<file path="config.mk">
export PLATFORM = sky130hd
export DESIGN_NAME = flex_sensor_bend_classifier_flat
export DESIGN_NICKNAME = d
export VERILOG_FILES = /design/src/fsbc_pkg.sv /design/src/fsbc_if.sv /design/src/fsbc_divider.sv /design/src/fsbc_datapath.sv /design/src/fsbc_ctrl.sv /design/src/flex_sensor_bend_classifier.sv /design/src/flat_wrapper.sv
export VERILOG_INCLUDE_DIRS = /design/src /design/src/src
export SDC_FILE = /design/constraint.sdc
export NUM_CORES = 2
export LEC_CHECK = 0
export ABC_AREA = 1
export BUFFER_PORTS_ARGS = -buffer_cell sky130_fd_sc_hd__buf_2
export CELL_PAD_IN_SITES_DETAIL_PLACEMENT = 0
export CELL_PAD_IN_SITES_GLOBAL_PLACEMENT = 1
export CORE_MARGIN = 2
export CORE_UTILIZATION = 45
export DETAILED_ROUTE_END_ITERATION = 8
export PLACE_DENSITY_LB_ADDON = 0.3
export SYNTH_ARGS = -nofsm -noshare
export SYNTH_HDL_FRONTEND = slang
export SYNTH_SLANG_ARGS = --single-unit
</file>
<file path="constraint.sdc">
create_clock -name i_clk -period 7.4 [get_ports i_clk]
set_input_delay 0.74 -clock i_clk [delete_from_list [all_inputs] [get_ports i_clk]]
set_output_delay 0.74 -clock i_clk [all_outputs]
set_load 0.05 [all_outputs]
</file>
<file path="src/flex_sensor_bend_classifier_assert.svh">
`ifndef FLEX_SENSOR_BEND_CLASSIFIER_ASSERT_SVH
`define FLEX_SENSOR_BEND_CLASSIFIER_ASSERT_SVH

// Same-cycle implication, sampled on i_clk and disabled during reset.
`define FSBC_ASSERT_NOW(label, ante, cons) \
    label: assert property (@(posedge i_clk) disable iff (!i_rst_n) (ante) |-> (cons)) \
        else $error("fsbc: same-cycle check failed");

// Next-cycle implication, sampled on i_clk and disabled during reset.
`define FSBC_ASSERT_NEXT(label, ante, cons) \
    label: assert property (@(posedge i_clk) disable iff (!i_rst_n) (ante) |=> (cons)) \
        else $error("fsbc: next-cycle check failed");

`endif

</file>
<file path="src/fsbc_pkg.sv">
package fsbc_pkg;

    localparam int ADC_FULL_SCALE    = 4095;
    localparam int REF_MILLIVOLTS    = 3100;
    localparam int SUPPLY_MILLIVOLTS = 3300;
    localparam int NUM_SENSORS       = 2;

    localparam int SENSOR_W = 1;
    localparam int RAW_W    = 12;
    localparam int CFG_W    = 20;
    localparam int THR_W    = 17;
    localparam int RES_W    = 24;
    localparam int FRAC_W   = 16;
    localparam int CIDX_W   = 2;

    localparam logic [THR_W-1:0] Q_ONE   = 17'h10000;
    localparam logic [RES_W-1:0] RES_MAX = {RES_W{1'b1}};

    localparam logic [CFG_W-1:0] DIVIDER_RESET   = 20'd10000;
    localparam logic [CFG_W-1:0] FLAT_RESET      = 20'd25000;
    localparam logic [CFG_W-1:0] BENT_RESET      = 20'd100000;
    localparam logic [THR_W-1:0] THRESHOLD_RESET = 17'd32768;

    localparam int SUPPLY_FS = SUPPLY_MILLIVOLTS * ADC_FULL_SCALE;
    localparam int REF_W     = $clog2(REF_MILLIVOLTS + 1);
    localparam int DEN_W     = $clog2(SUPPLY_FS + 1);
    localparam int RR_W      = RAW_W + REF_W;
    localparam int DS_W      = ((DEN_W > RR_W) ? DEN_W : RR_W) + 1;
    localparam int P1_W      = CFG_W + RAW_W;
    localparam int NUM_W     = P1_W + REF_W;
    localparam int Q_W       = RES_W;
    localparam int DIV_W     = (DEN_W > CFG_W) ? DEN_W : CFG_W;
    localparam int DVD_W     = (NUM_W > CFG_W + FRAC_W) ? NUM_W : CFG_W + FRAC_W;
    localparam int CNT_W     = $clog2(Q_W);
    localparam int CN_W      = RES_W + 1;
    localparam int RG_W      = CFG_W + 1;

    typedef enum logic [CIDX_W-1:0] {
        REG_DIVIDER,
        REG_FLAT,
        REG_BENT,
        REG_THRESHOLD
    } t_reg_idx;

    typedef enum logic [3:0] {
        S_IDLE,
        S_MUL1,
        S_MUL2,
        S_RCHK,
        S_RDIV,
        S_CPREP,
        S_CCHK,
        S_CDIV,
        S_DONE
    } t_state;

    typedef struct packed {
        logic in_ready;
        logic mul1;
        logic mul2;
        logic res_direct;
        logic res_div_start;
        logic res_div_load;
        logic curv_prep;
        logic curv_direct;
        logic curv_div_start;
        logic curv_div_load;
        logic finish;
    } t_cmd;

    typedef struct packed {
        logic in_valid;
        logic res_direct_ok;
        logic curv_direct_ok;
        logic div_busy;
        logic div_done;
        logic out_free;
    } t_status;

endpackage

</file>
<file path="src/fsbc_if.sv">
interface fsbc_in_if;
    import fsbc_pkg::*;
    logic                valid;
    logic                ready;
    logic [SENSOR_W-1:0] sensor_index;
    logic [RAW_W-1:0]    raw_sample;

    modport source (output valid, output sensor_index, output raw_sample, input ready);
    modport sink (input valid, input sensor_index, input raw_sample, output ready);
endinterface

interface fsbc_out_if;
    import fsbc_pkg::*;
    logic                valid;
    logic                ready;
    logic [SENSOR_W-1:0] sensor_id;
    logic [RES_W-1:0]    resistance_ohms;
    logic [THR_W-1:0]    curvature;
    logic                is_bent;
    logic                all_bent;

    modport source (output valid, output sensor_id, output resistance_ohms,
                    output curvature, output is_bent, output all_bent, input ready);
    modport sink (input valid, input sensor_id, input resistance_ohms,
                  input curvature, input is_bent, input all_bent, output ready);
endinterface

interface fsbc_cfg_if;
    import fsbc_pkg::*;
    logic             valid;
    logic             ready;
    t_reg_idx         index;
    logic [CFG_W-1:0] data;

    modport source (output valid, output index, output data, input ready);
    modport sink (input valid, input index, input data, output ready);
endinterface

</file>
<file path="src/fsbc_divider.sv">
module fsbc_divider (
    input  logic                         i_clk,
    input  logic                         i_rst_n,
    input  logic                         i_start,
    input  logic [fsbc_pkg::DVD_W-1:0]   i_dividend,
    input  logic [fsbc_pkg::DIV_W-1:0]   i_divisor,
    output logic                         o_busy,
    output logic                         o_done,
    output logic [fsbc_pkg::Q_W-1:0]     o_quotient
);
    import fsbc_pkg::*;

    logic             r_busy;
    logic             r_done;
    logic [CNT_W-1:0] r_cnt;
    logic [DIV_W-1:0] r_rem;
    logic [DIV_W-1:0] r_dvs;
    logic [Q_W-1:0]   r_low;
    logic [DIV_W:0]   w_shift;
    logic [DIV_W:0]   w_diff;
    logic             w_ge;
    logic [DIV_W-1:0] n_rem;

    // Restoring division, one quotient bit per cycle; the caller guarantees
    // that the quotient fits in Q_W bits.
    always_comb begin
        w_shift = {r_rem, r_low[Q_W-1]};
        w_diff  = w_shift - {1'b0, r_dvs};
        w_ge    = (w_shift >= {1'b0, r_dvs});
        n_rem   = w_ge ? w_diff[DIV_W-1:0] : w_shift[DIV_W-1:0];
    end

    always_ff @(posedge i_clk) begin
        if (!i_rst_n) begin
            r_busy <= 1'b0;
            r_done <= 1'b0;
            r_cnt  <= '0;
        end else begin
            r_done <= 1'b0;
            if (i_start) begin
                r_busy <= 1'b1;
                r_cnt  <= CNT_W'(Q_W - 1);
            end else if (r_busy) begin
                if (r_cnt == '0) begin
                    r_busy <= 1'b0;
                    r_done <= 1'b1;
                end
                r_cnt <= r_cnt - 1'b1;
            end
        end
    end

    always_ff @(posedge i_clk) begin
        if (i_start) begin
            r_rem <= DIV_W'(i_dividend >> Q_W);
            r_low <= i_dividend[Q_W-1:0];
            r_dvs <= i_divisor;
        end else if (r_busy) begin
            r_rem <= n_rem;
            r_low <= {r_low[Q_W-2:0], w_ge};
        end
    end

    assign o_busy     = r_busy;
    assign o_done     = r_done;
    assign o_quotient = r_low;

endmodule

</file>
<file path="src/fsbc_datapath.sv">
module fsbc_datapath (
    input  logic              i_clk,
    input  logic              i_rst_n,
    fsbc_in_if.sink           i_in,
    fsbc_out_if.source        o_out,
    fsbc_cfg_if.sink          i_cfg,
    input  fsbc_pkg::t_cmd    i_cmd,
    output fsbc_pkg::t_status o_status
);
    import fsbc_pkg::*;

    logic [CFG_W-1:0]       r_div_res;
    logic [CFG_W-1:0]       r_flat;
    logic [CFG_W-1:0]       r_bent;
    logic [THR_W-1:0]       r_thr;
    logic [NUM_SENSORS-1:0] r_flags;
    logic [NUM_SENSORS-1:0] n_flags;

    logic [SENSOR_W-1:0]    r_idx;
    logic [RAW_W-1:0]       r_raw;
    logic [P1_W-1:0]        r_prod1;
    logic [RR_W-1:0]        r_rawref;
    logic [NUM_W-1:0]       r_num;
    logic signed [DS_W-1:0] r_den;
    logic [RES_W-1:0]       r_res;
    logic signed [CN_W-1:0] r_cnum;
    logic signed [RG_W-1:0] r_crange;
    logic [THR_W-1:0]       r_curv;

    logic                   r_out_valid;
    logic [SENSOR_W-1:0]    r_out_id;
    logic [RES_W-1:0]       r_out_res;
    logic [THR_W-1:0]       r_out_curv;
    logic                   r_out_bent;
    logic                   r_out_all;

    logic                   w_accept;
    logic                   w_den_neg;
    logic [DS_W-1:0]        w_den_abs;
    logic [DS_W-2:0]        w_den_mag;
    logic [RES_W:0]         w_sent10;
    logic [RES_W-1:0]       w_sentinel;
    logic                   w_raw_full;
    logic                   w_near;
    logic                   w_ovf;
    logic [RES_W-1:0]       w_res_direct;
    logic signed [RG_W-1:0] w_range;
    logic signed [CN_W-1:0] w_cnum;
    logic signed [CN_W-1:0] w_crange_ext;
    logic                   w_czero;
    logic                   w_cfull;
    logic                   w_bent;
    logic                   w_div_start;
    logic [DVD_W-1:0]       w_dividend;
    logic [DIV_W-1:0]       w_divisor;
    logic                   w_div_busy;
    logic                   w_div_done;
    logic [Q_W-1:0]         w_quotient;
    logic [THR_W-1:0]       w_cfg_thr;

    assign w_accept    = i_in.valid && i_cmd.in_ready;
    assign i_in.ready  = i_cmd.in_ready;
    assign i_cfg.ready = 1'b1;
    assign w_cfg_thr   = i_cfg.data[THR_W-1:0];

    always_ff @(posedge i_clk) begin
        if (!i_rst_n) begin
            r_div_res <= DIVIDER_RESET;
            r_flat    <= FLAT_RESET;
            r_bent    <= BENT_RESET;
            r_thr     <= THRESHOLD_RESET;
        end else if (i_cfg.valid && i_cfg.ready) begin
            unique case (i_cfg.index)
                REG_DIVIDER:   r_div_res <= i_cfg.data;
                REG_FLAT:      r_flat    <= i_cfg.data;
                REG_BENT:      r_bent    <= i_cfg.data;
                REG_THRESHOLD: r_thr     <= (w_cfg_thr > Q_ONE) ? Q_ONE : w_cfg_thr;
            endcase
        end
    end

    always_comb begin
        w_den_neg  = r_den[DS_W-1];
        w_den_abs  = w_den_neg ? DS_W'(-r_den) : DS_W'(r_den);
        w_den_mag  = w_den_abs[DS_W-2:0];
        w_sent10   = (RES_W+1)'(r_bent) * (RES_W+1)'(10);
        w_sentinel = (w_sent10 > {1'b0, RES_MAX}) ? RES_MAX : w_sent10[RES_W-1:0];
        w_raw_full = (32'(r_raw) >= ADC_FULL_SCALE);
        w_near     = (32'(w_den_mag) < ADC_FULL_SCALE);
        w_ovf      = ((r_num >> Q_W) >= NUM_W'(w_den_mag));
        priority if (w_raw_full || w_near) begin
            w_res_direct = w_sentinel;
        end else if (w_den_neg) begin
            w_res_direct = '0;
        end else begin
            w_res_direct = RES_MAX;
        end
    end

    always_comb begin
        w_range      = $signed({1'b0, r_bent}) - $signed({1'b0, r_flat});
        w_cnum       = $signed({1'b0, r_res}) - $signed(CN_W'(r_flat));
        w_crange_ext = CN_W'(r_crange);
        w_czero      = (r_crange == '0) || (r_cnum <= 0);
        w_cfull      = (r_cnum >= w_crange_ext);
    end

    assign w_div_start = i_cmd.res_div_start || i_cmd.curv_div_start;
    assign w_dividend  = i_cmd.curv_div_start ? DVD_W'({r_cnum[CFG_W-1:0], FRAC_W'(0)})
                                              : DVD_W'(r_num);
    assign w_divisor   = i_cmd.curv_div_start ? DIV_W'(r_crange[CFG_W-1:0])
                                              : DIV_W'(w_den_mag);

    fsbc_divider u_divider (
        .i_clk      (i_clk),
        .i_rst_n    (i_rst_n),
        .i_start    (w_div_start),
        .i_dividend (w_dividend),
        .i_divisor  (w_divisor),
        .o_busy     (w_div_busy),
        .o_done     (w_div_done),
        .o_quotient (w_quotient)
    );

    always_ff @(posedge i_clk) begin
        if (w_accept) begin
            r_idx <= i_in.sensor_index;
            r_raw <= i_in.raw_sample;
        end
        if (i_cmd.mul1) begin
            r_prod1  <= P1_W'(r_div_res) * P1_W'(r_raw);
            r_rawref <= RR_W'(r_raw) * RR_W'(REF_MILLIVOLTS);
        end
        if (i_cmd.mul2) begin
            r_num <= NUM_W'(r_prod1) * NUM_W'(REF_MILLIVOLTS);
            r_den <= $signed(DS_W'(SUPPLY_FS)) - $signed(DS_W'(r_rawref));
        end
        if (i_cmd.res_direct) begin
            r_res <= w_res_direct;
        end else if (i_cmd.res_div_load) begin
            r_res <= w_quotient;
        end
        if (i_cmd.curv_prep) begin
            if (w_range < 0) begin
                r_crange <= -w_range;
                r_cnum   <= -w_cnum;
            end else begin
                r_crange <= w_range;
                r_cnum   <= w_cnum;
            end
        end
        if (i_cmd.curv_direct) begin
            r_curv <= w_czero ? '0 : Q_ONE;
        end else if (i_cmd.curv_div_load) begin
            r_curv <= w_quotient[THR_W-1:0];
        end
    end

    assign w_bent = (r_curv >= r_thr);

    always_comb begin
        n_flags = r_flags;
        for (int i = 0; i < NUM_SENSORS; i++) begin
            if (32'(r_idx) == i) begin
                n_flags[i] = w_bent;
            end
        end
    end

    always_ff @(posedge i_clk) begin
        if (!i_rst_n) begin
            r_flags     <= '0;
            r_out_valid <= 1'b0;
        end else begin
            if (i_cmd.finish) begin
                r_flags     <= n_flags;
                r_out_valid <= 1'b1;
            end else if (o_out.ready) begin
                r_out_valid <= 1'b0;
            end
        end
    end

    always_ff @(posedge i_clk) begin
        if (i_cmd.finish) begin
            r_out_id   <= r_idx;
            r_out_res  <= r_res;
            r_out_curv <= r_curv;
            r_out_bent <= w_bent;
            r_out_all  <= &n_flags;
        end
    end

    assign o_out.valid           = r_out_valid;
    assign o_out.sensor_id       = r_out_id;
    assign o_out.resistance_ohms = r_out_res;
    assign o_out.curvature       = r_out_curv;
    assign o_out.is_bent         = r_out_bent;
    assign o_out.all_bent        = r_out_all;

    always_comb begin
        o_status.in_valid       = i_in.valid;
        o_status.res_direct_ok  = w_raw_full || w_near || w_den_neg || w_ovf;
        o_status.curv_direct_ok = w_czero || w_cfull;
        o_status.div_busy       = w_div_busy;
        o_status.div_done       = w_div_done;
        o_status.out_free       = !r_out_valid || o_out.ready;
    end

endmodule

</file>
<file path="src/fsbc_ctrl.sv">
module fsbc_ctrl (
    input  logic              i_clk,
    input  logic              i_rst_n,
    input  fsbc_pkg::t_status i_status,
    output fsbc_pkg::t_cmd    o_cmd
);
    import fsbc_pkg::*;

    t_state r_state;
    t_state n_state;

    always_ff @(posedge i_clk) begin
        if (!i_rst_n) begin
            r_state <= S_IDLE;
        end else begin
            r_state <= n_state;
        end
    end

    always_comb begin
        n_state = r_state;
        unique case (r_state)
            S_IDLE: begin
                if (i_status.in_valid) n_state = S_MUL1;
            end
            S_MUL1:  n_state = S_MUL2;
            S_MUL2:  n_state = S_RCHK;
            S_RCHK: begin
                n_state = i_status.res_direct_ok ? S_CPREP : S_RDIV;
            end
            S_RDIV: begin
                if (i_status.div_done) n_state = S_CPREP;
            end
            S_CPREP: n_state = S_CCHK;
            S_CCHK: begin
                n_state = i_status.curv_direct_ok ? S_DONE : S_CDIV;
            end
            S_CDIV: begin
                if (i_status.div_done) n_state = S_DONE;
            end
            S_DONE: begin
                if (i_status.out_free) n_state = S_IDLE;
            end
            default: n_state = S_IDLE;
        endcase
    end

    always_comb begin
        o_cmd = '0;
        unique case (r_state)
            S_IDLE:  o_cmd.in_ready = 1'b1;
            S_MUL1:  o_cmd.mul1 = 1'b1;
            S_MUL2:  o_cmd.mul2 = 1'b1;
            S_RCHK: begin
                o_cmd.res_direct    = i_status.res_direct_ok;
                o_cmd.res_div_start = !i_status.res_direct_ok;
            end
            S_RDIV:  o_cmd.res_div_load = i_status.div_done;
            S_CPREP: o_cmd.curv_prep = 1'b1;
            S_CCHK: begin
                o_cmd.curv_direct    = i_status.curv_direct_ok;
                o_cmd.curv_div_start = !i_status.curv_direct_ok;
            end
            S_CDIV:  o_cmd.curv_div_load = i_status.div_done;
            S_DONE:  o_cmd.finish = i_status.out_free;
            default: o_cmd = '0;
        endcase
    end

endmodule

</file>
<file path="src/flex_sensor_bend_classifier.sv">
// Flex sensor bend classifier: each input transfer carries one ADC sample and a sensor index
// and produces exactly one result transfer with the sensor resistance, the Q1.16 curvature,
// the bent flag and the AND of the latest bent flags of all sensors. One item is processed at
// a time: after acceptance the item passes the two multiply steps, then the resistance and
// the curvature, each taken directly or from the divider, into the result register, which
// is loaded once the previous result has been taken; the next item is accepted after that.
// The single shared restoring divider produces one of its 24 quotient bits per cycle and
// is used first for the resistance and then for the curvature. Configuration writes are
// accepted in every cycle and must only be issued while no item is in flight.
`include "flex_sensor_bend_classifier_assert.svh"

module flex_sensor_bend_classifier (
    input  logic       i_clk,
    input  logic       i_rst_n,
    fsbc_in_if.sink    i_in,
    fsbc_out_if.source o_out,
    fsbc_cfg_if.sink   i_cfg
);
    import fsbc_pkg::*;

    t_cmd    w_cmd;
    t_status w_status;

    fsbc_ctrl u_ctrl (
        .i_clk    (i_clk),
        .i_rst_n  (i_rst_n),
        .i_status (w_status),
        .o_cmd    (w_cmd)
    );

    fsbc_datapath u_datapath (
        .i_clk    (i_clk),
        .i_rst_n  (i_rst_n),
        .i_in     (i_in),
        .o_out    (o_out),
        .i_cfg    (i_cfg),
        .i_cmd    (w_cmd),
        .o_status (w_status)
    );

    `FSBC_ASSERT_NEXT(a_busy_after_accept, i_in.valid && i_in.ready, !i_in.ready)
    `FSBC_ASSERT_NOW(a_div_start_idle, w_cmd.res_div_start || w_cmd.curv_div_start, !w_status.div_busy)
    `FSBC_ASSERT_NOW(a_curv_bound, o_out.valid, o_out.curvature <= Q_ONE)
    `FSBC_ASSERT_NEXT(a_finish_valid, w_cmd.finish, o_out.valid)

endmodule

</file>
<file path="src/flat_wrapper.sv">
// flat-port wrapper written by rule: the top's interface ports become plain ports
module flex_sensor_bend_classifier_flat import fsbc_pkg::*;
  (i_clk, i_rst_n, i_in_valid, i_in_sensor_index, i_in_raw_sample, i_in_ready, o_out_valid, o_out_sensor_id, o_out_resistance_ohms, o_out_curvature, o_out_is_bent, o_out_all_bent, o_out_ready, i_cfg_valid, i_cfg_index, i_cfg_data, i_cfg_ready);
  fsbc_in_if i_in_i ();
  fsbc_out_if o_out_i ();
  fsbc_cfg_if i_cfg_i ();
  input  logic i_clk;
  input  logic i_rst_n;
  input wire logic [$bits(i_in_i.valid)-1:0] i_in_valid;
  input wire logic [$bits(i_in_i.sensor_index)-1:0] i_in_sensor_index;
  input wire logic [$bits(i_in_i.raw_sample)-1:0] i_in_raw_sample;
  output wire logic [$bits(i_in_i.ready)-1:0] i_in_ready;
  output wire logic [$bits(o_out_i.valid)-1:0] o_out_valid;
  output wire logic [$bits(o_out_i.sensor_id)-1:0] o_out_sensor_id;
  output wire logic [$bits(o_out_i.resistance_ohms)-1:0] o_out_resistance_ohms;
  output wire logic [$bits(o_out_i.curvature)-1:0] o_out_curvature;
  output wire logic [$bits(o_out_i.is_bent)-1:0] o_out_is_bent;
  output wire logic [$bits(o_out_i.all_bent)-1:0] o_out_all_bent;
  input wire logic [$bits(o_out_i.ready)-1:0] o_out_ready;
  input wire logic [$bits(i_cfg_i.valid)-1:0] i_cfg_valid;
  input wire logic [$bits(i_cfg_i.index)-1:0] i_cfg_index;
  input wire logic [$bits(i_cfg_i.data)-1:0] i_cfg_data;
  output wire logic [$bits(i_cfg_i.ready)-1:0] i_cfg_ready;
  assign i_in_i.valid = i_in_valid;
  assign i_in_i.sensor_index = i_in_sensor_index;
  assign i_in_i.raw_sample = i_in_raw_sample;
  assign i_in_ready = i_in_i.ready;
  assign o_out_valid = o_out_i.valid;
  assign o_out_sensor_id = o_out_i.sensor_id;
  assign o_out_resistance_ohms = o_out_i.resistance_ohms;
  assign o_out_curvature = o_out_i.curvature;
  assign o_out_is_bent = o_out_i.is_bent;
  assign o_out_all_bent = o_out_i.all_bent;
  assign o_out_i.ready = o_out_ready;
  assign i_cfg_i.valid = i_cfg_valid;
  assign i_cfg_i.index = i_cfg_index;
  assign i_cfg_i.data = i_cfg_data;
  assign i_cfg_ready = i_cfg_i.ready;
  flex_sensor_bend_classifier u_core (.i_clk(i_clk), .i_rst_n(i_rst_n), .i_in(i_in_i), .o_out(o_out_i), .i_cfg(i_cfg_i));
endmodule
</file>
==> reports/metrics.yaml <==
crit_path_end_kind: "register"
min-delay-start: "i_in_sensor_index"
multi_input_area_sq_mm: 0.02358
cts-buffers-inserted: 51
drv_cap: 0
avgViaCountPerCell: 5.155
synth_cell_types: 61
syn_to_final_growth_pct: 8.985
antennaDiodeCount: 0
clock_skew_ns: 0.02331
layout_commonest_cell: "nand2_1"
ant_nets: 0
cp-startpoint: "u_core.u_datapath.r_div_res[5]$_SDFFE_PN0P_"
grt_pass1_wl_microns: 168400
drive_gt1_share_pct: 5.703
tns_ns: 0
postCtsResizedCells: 0
syn_inst: 4644
dieArea_sq_mm: 0.08924
firstDrtPassIters: 6
postCtsSetupBuffers: 0
wl_microns: 107500
avgSynthCellArea_sq_um: 8.417
worst_slew_pin_slew_ns: 1.148
hp-class: "primary input to register"
io_pins: 87
synth-edff-count: 331
gr-total-overflow: 0
detailed_place_hpwl_microns: 88660
cts_tree: "yes"
synth_top_area_share_pct: 25.43
clkTransAtPathRegs_ns: 0.06
slew_violations: 0
wl_per_cell_microns: 18.21
rsz0062_at_grt: "no"
gp_congestion: 0.9058
netlist_top_cells_area: "edfxtp_1 (25%), fa_1 (14%), ha_1 (14%), nand2_1 (9.6%), inv_1 (8.3%)"
globalRouteTotalUtil_pct: 24.08
num-fill-cells: 8513
holdBufCountCts: 0
rows: 108
syn-num-nets: 5405
clock_path_buffers: 3
worstPathArrival_ns: 6.40
criticalPathCategory: "register to register"
drt_first_iter_violations: 1969
final_cell_mix: "nand2_1 (999), inv_1 (865), ha_1 (443)"
die_width_microns: 298.7
ys_ff_latch: 426
synth.largest_area_cell: "edfxtp_1"
netlist_area_sq_mm: 0.03909
finalCritPeriodShare_pct: 81.47
ys_dominant_reg_cell: "edfxtp_1"
clk_latency_ns: 0.64
port_buffers: 85
relSlewSlack_pct: 23.26
async_reset_ff_share_pct: 0
min_period_ns: 6.029
outcome: "finished, final reports clean"
critPathLaunchType: "register"
grt_antenna_before_repair: 2
path_max_fanout: 13
die_y_microns: 298.7
cp.required_ns: 7.77
final_nets: 5471
finalHoldViolations: 0
drc_errors: 0
grt_pass1_vias: 29780
rr_startpoint: "u_core.u_datapath.r_div_res[5]$_SDFFE_PN0P_"
num_vias: 30450
root_buffer: "clkbuf_16"
yosysWarnings: 0
setup-violations-final: 0
htreeDepth: 2
seqCellArea_sq_mm: 0.01184
grt_max_degree: 67
coreArea_sq_mm: 0.08648
fmax_mhz: 165.9
initial_core_util_pct: 45.20
cts.sinks: 426
synth_seq_area_share_pct: 30.29
## metal layers
metal / up-vias / GRT usage [%] / wire [microns] / part of all wire, %
met1: 14520 / 33.39 / 49440 / 46
met4: 2 / 4.952 / 1818 / 1.7
met2: 644 / 41.05 / 51450 / 48
li1: 15190 / - / - / -
met3: 107 / 2.370 / 4827 / 4.5
met5: - / 0 / 13 / 0.012
## cell type report
class | instances | area share, %
timing repair buffer | 118 | 1.609
tap | 1155 | 3.392
multi-input combinational | 3240 | 55.36
clock buffer | 58 | 3.131
inverter | 873 | 7.692
clock inverter | 37 | 1.025
sequential | 426 | 27.80
## through the flow
| stage | cells | cell area (sq um) | hold slack, ns | util, % | worst slack [ns] |
|---|---|---|---|---|---|
| global placement | 5812 | 40830 | 0.4478 | 47.21 | 1.383 |
| floorplan | 4644 | 39090 | 0.4264 | - | 1.878 |
| CTS | 5907 | 42600 | 0.2485 | 49.26 | 1.300 |
| detailed placement | 5812 | 40830 | 0.4559 | 47.21 | 1.323 |
| global route | 5907 | 42600 | 0.2680 | 49.26 | 0.8224 |
| finish | 5907 | 42600 | 0.2862 | 49.26 | 1.371 |
## Yosys cell counts (3+ instances only)
cell type	number
inv_1	865
a21o_1	15
o21ai_1	7
a31oi_1	23
a21boi_0	9
nor2_1	298
clkinv_1	3
xnor2_1	67
o31ai_1	5
nand3_2	3
o21ai_0	221
nor3_1	50
nor4_1	12
nand4_1	59
or2_2	5
a211oi_1	13
nand2_1	999
buf_6	3
nor2_2	3
o211ai_1	23
o221ai_1	5
and3_1	3
buf_2	10
buf_4	4
a221oi_1	3
edfxtp_1	331
clkbuf_1	86
nand3b_1	9
nand2_2	16
a21oi_2	3
inv_2	5
ha_1	443
nand3_1	185
o22ai_2	13
xor2_1	139
o21bai_1	7
dfxtp_1	95
fa_1	278
nor3b_1	4
a21oi_1	287
o21a_1	11
## cells by family (layout without fill, tap and decap cells)
| family | after synthesis | in the layout | share of synthesized area, % |
|---|---|---|---|
| simple gates | 1653 | 1653 | 17.55 |
| fa+ha+maj | 721 | 721 | 28.42 |
| buf+inv | 978 | 1086 | 9.548 |
| xor+xnor | 207 | 207 | 4.657 |
| compound gates | 658 | 658 | 9.529 |
| flops | 426 | 426 | 30.29 |
| other cells | 1 | 1 | 0.009593 |
## final timing paths
| path | end | slack, ns | cells after the start |
|---|---|---|---|
| worst max-delay path | u_core.u_datapath.r_prod1[29]$_DFFE_PP_ | 1.37 | 22 |
| worst min register to register | u_core.u_datapath.r_thr[16]$_SDFFE_PN0P_ | 0.47 | 2 |
| worst min-delay path | u_core.u_datapath.r_idx$_DFFE_PP_ | 0.29 | 1 |
| worst max register to register | u_core.u_datapath.r_prod1[29]$_DFFE_PP_ | 1.37 | 22 |
## flip-flops by register name, summed over array words and instances, names as in the netlist, 5 cells and up
| name | cells |
|---|---|
| u_core.u_datapath.u_divider.r_rem | 24 |
| u_core.u_datapath.r_den | 23 |
| u_core.u_datapath.o_out.resistance_ohms | 24 |
| u_core.u_datapath.r_cnum | 25 |
| u_core.u_datapath.r_raw | 12 |
| u_core.u_datapath.r_prod1 | 32 |
| u_core.u_datapath.r_div_res | 20 |
| u_core.u_datapath.o_out.curvature | 17 |
| u_core.u_datapath.u_divider.o_quotient | 24 |
| u_core.u_datapath.r_rawref | 22 |
| u_core.u_datapath.r_thr | 17 |
| u_core.u_datapath.u_divider.r_dvs | 24 |
| u_core.u_datapath.r_flat | 20 |
| u_core.u_datapath.u_divider.r_cnt | 5 |
| u_core.u_datapath.r_num | 42 |
| u_core.u_datapath.r_res | 24 |
| u_core.u_datapath.r_bent | 20 |
| u_core.u_datapath.r_curv | 17 |
| u_core.u_datapath.r_crange | 21 |
## critical path, stage by stage (launching register included)
cell and delay [ns]:
dfxtp_1 0.64, nand2_1 0.15, fa_1 0.59, fa_1 0.45, fa_1 0.50, inv_1 0.05, fa_1 0.52, inv_1 0.05
fa_1 0.53, inv_1 0.05, ha_1 0.35, a21oi_1 0.13, a21boi_0 0.16, o21ai_0 0.19, a21oi_1 0.45, inv_1 0.07
a21boi_0 0.37, nor2_1 0.08, nand2_1 0.07, nand2_1 0.07, nand3_1 0.07, nand2_1 0.06, xor2_1 0.14
Power is not shown: default switching activity piles up to over one toggle a cycle in this logic, so the estimate is an artifact.
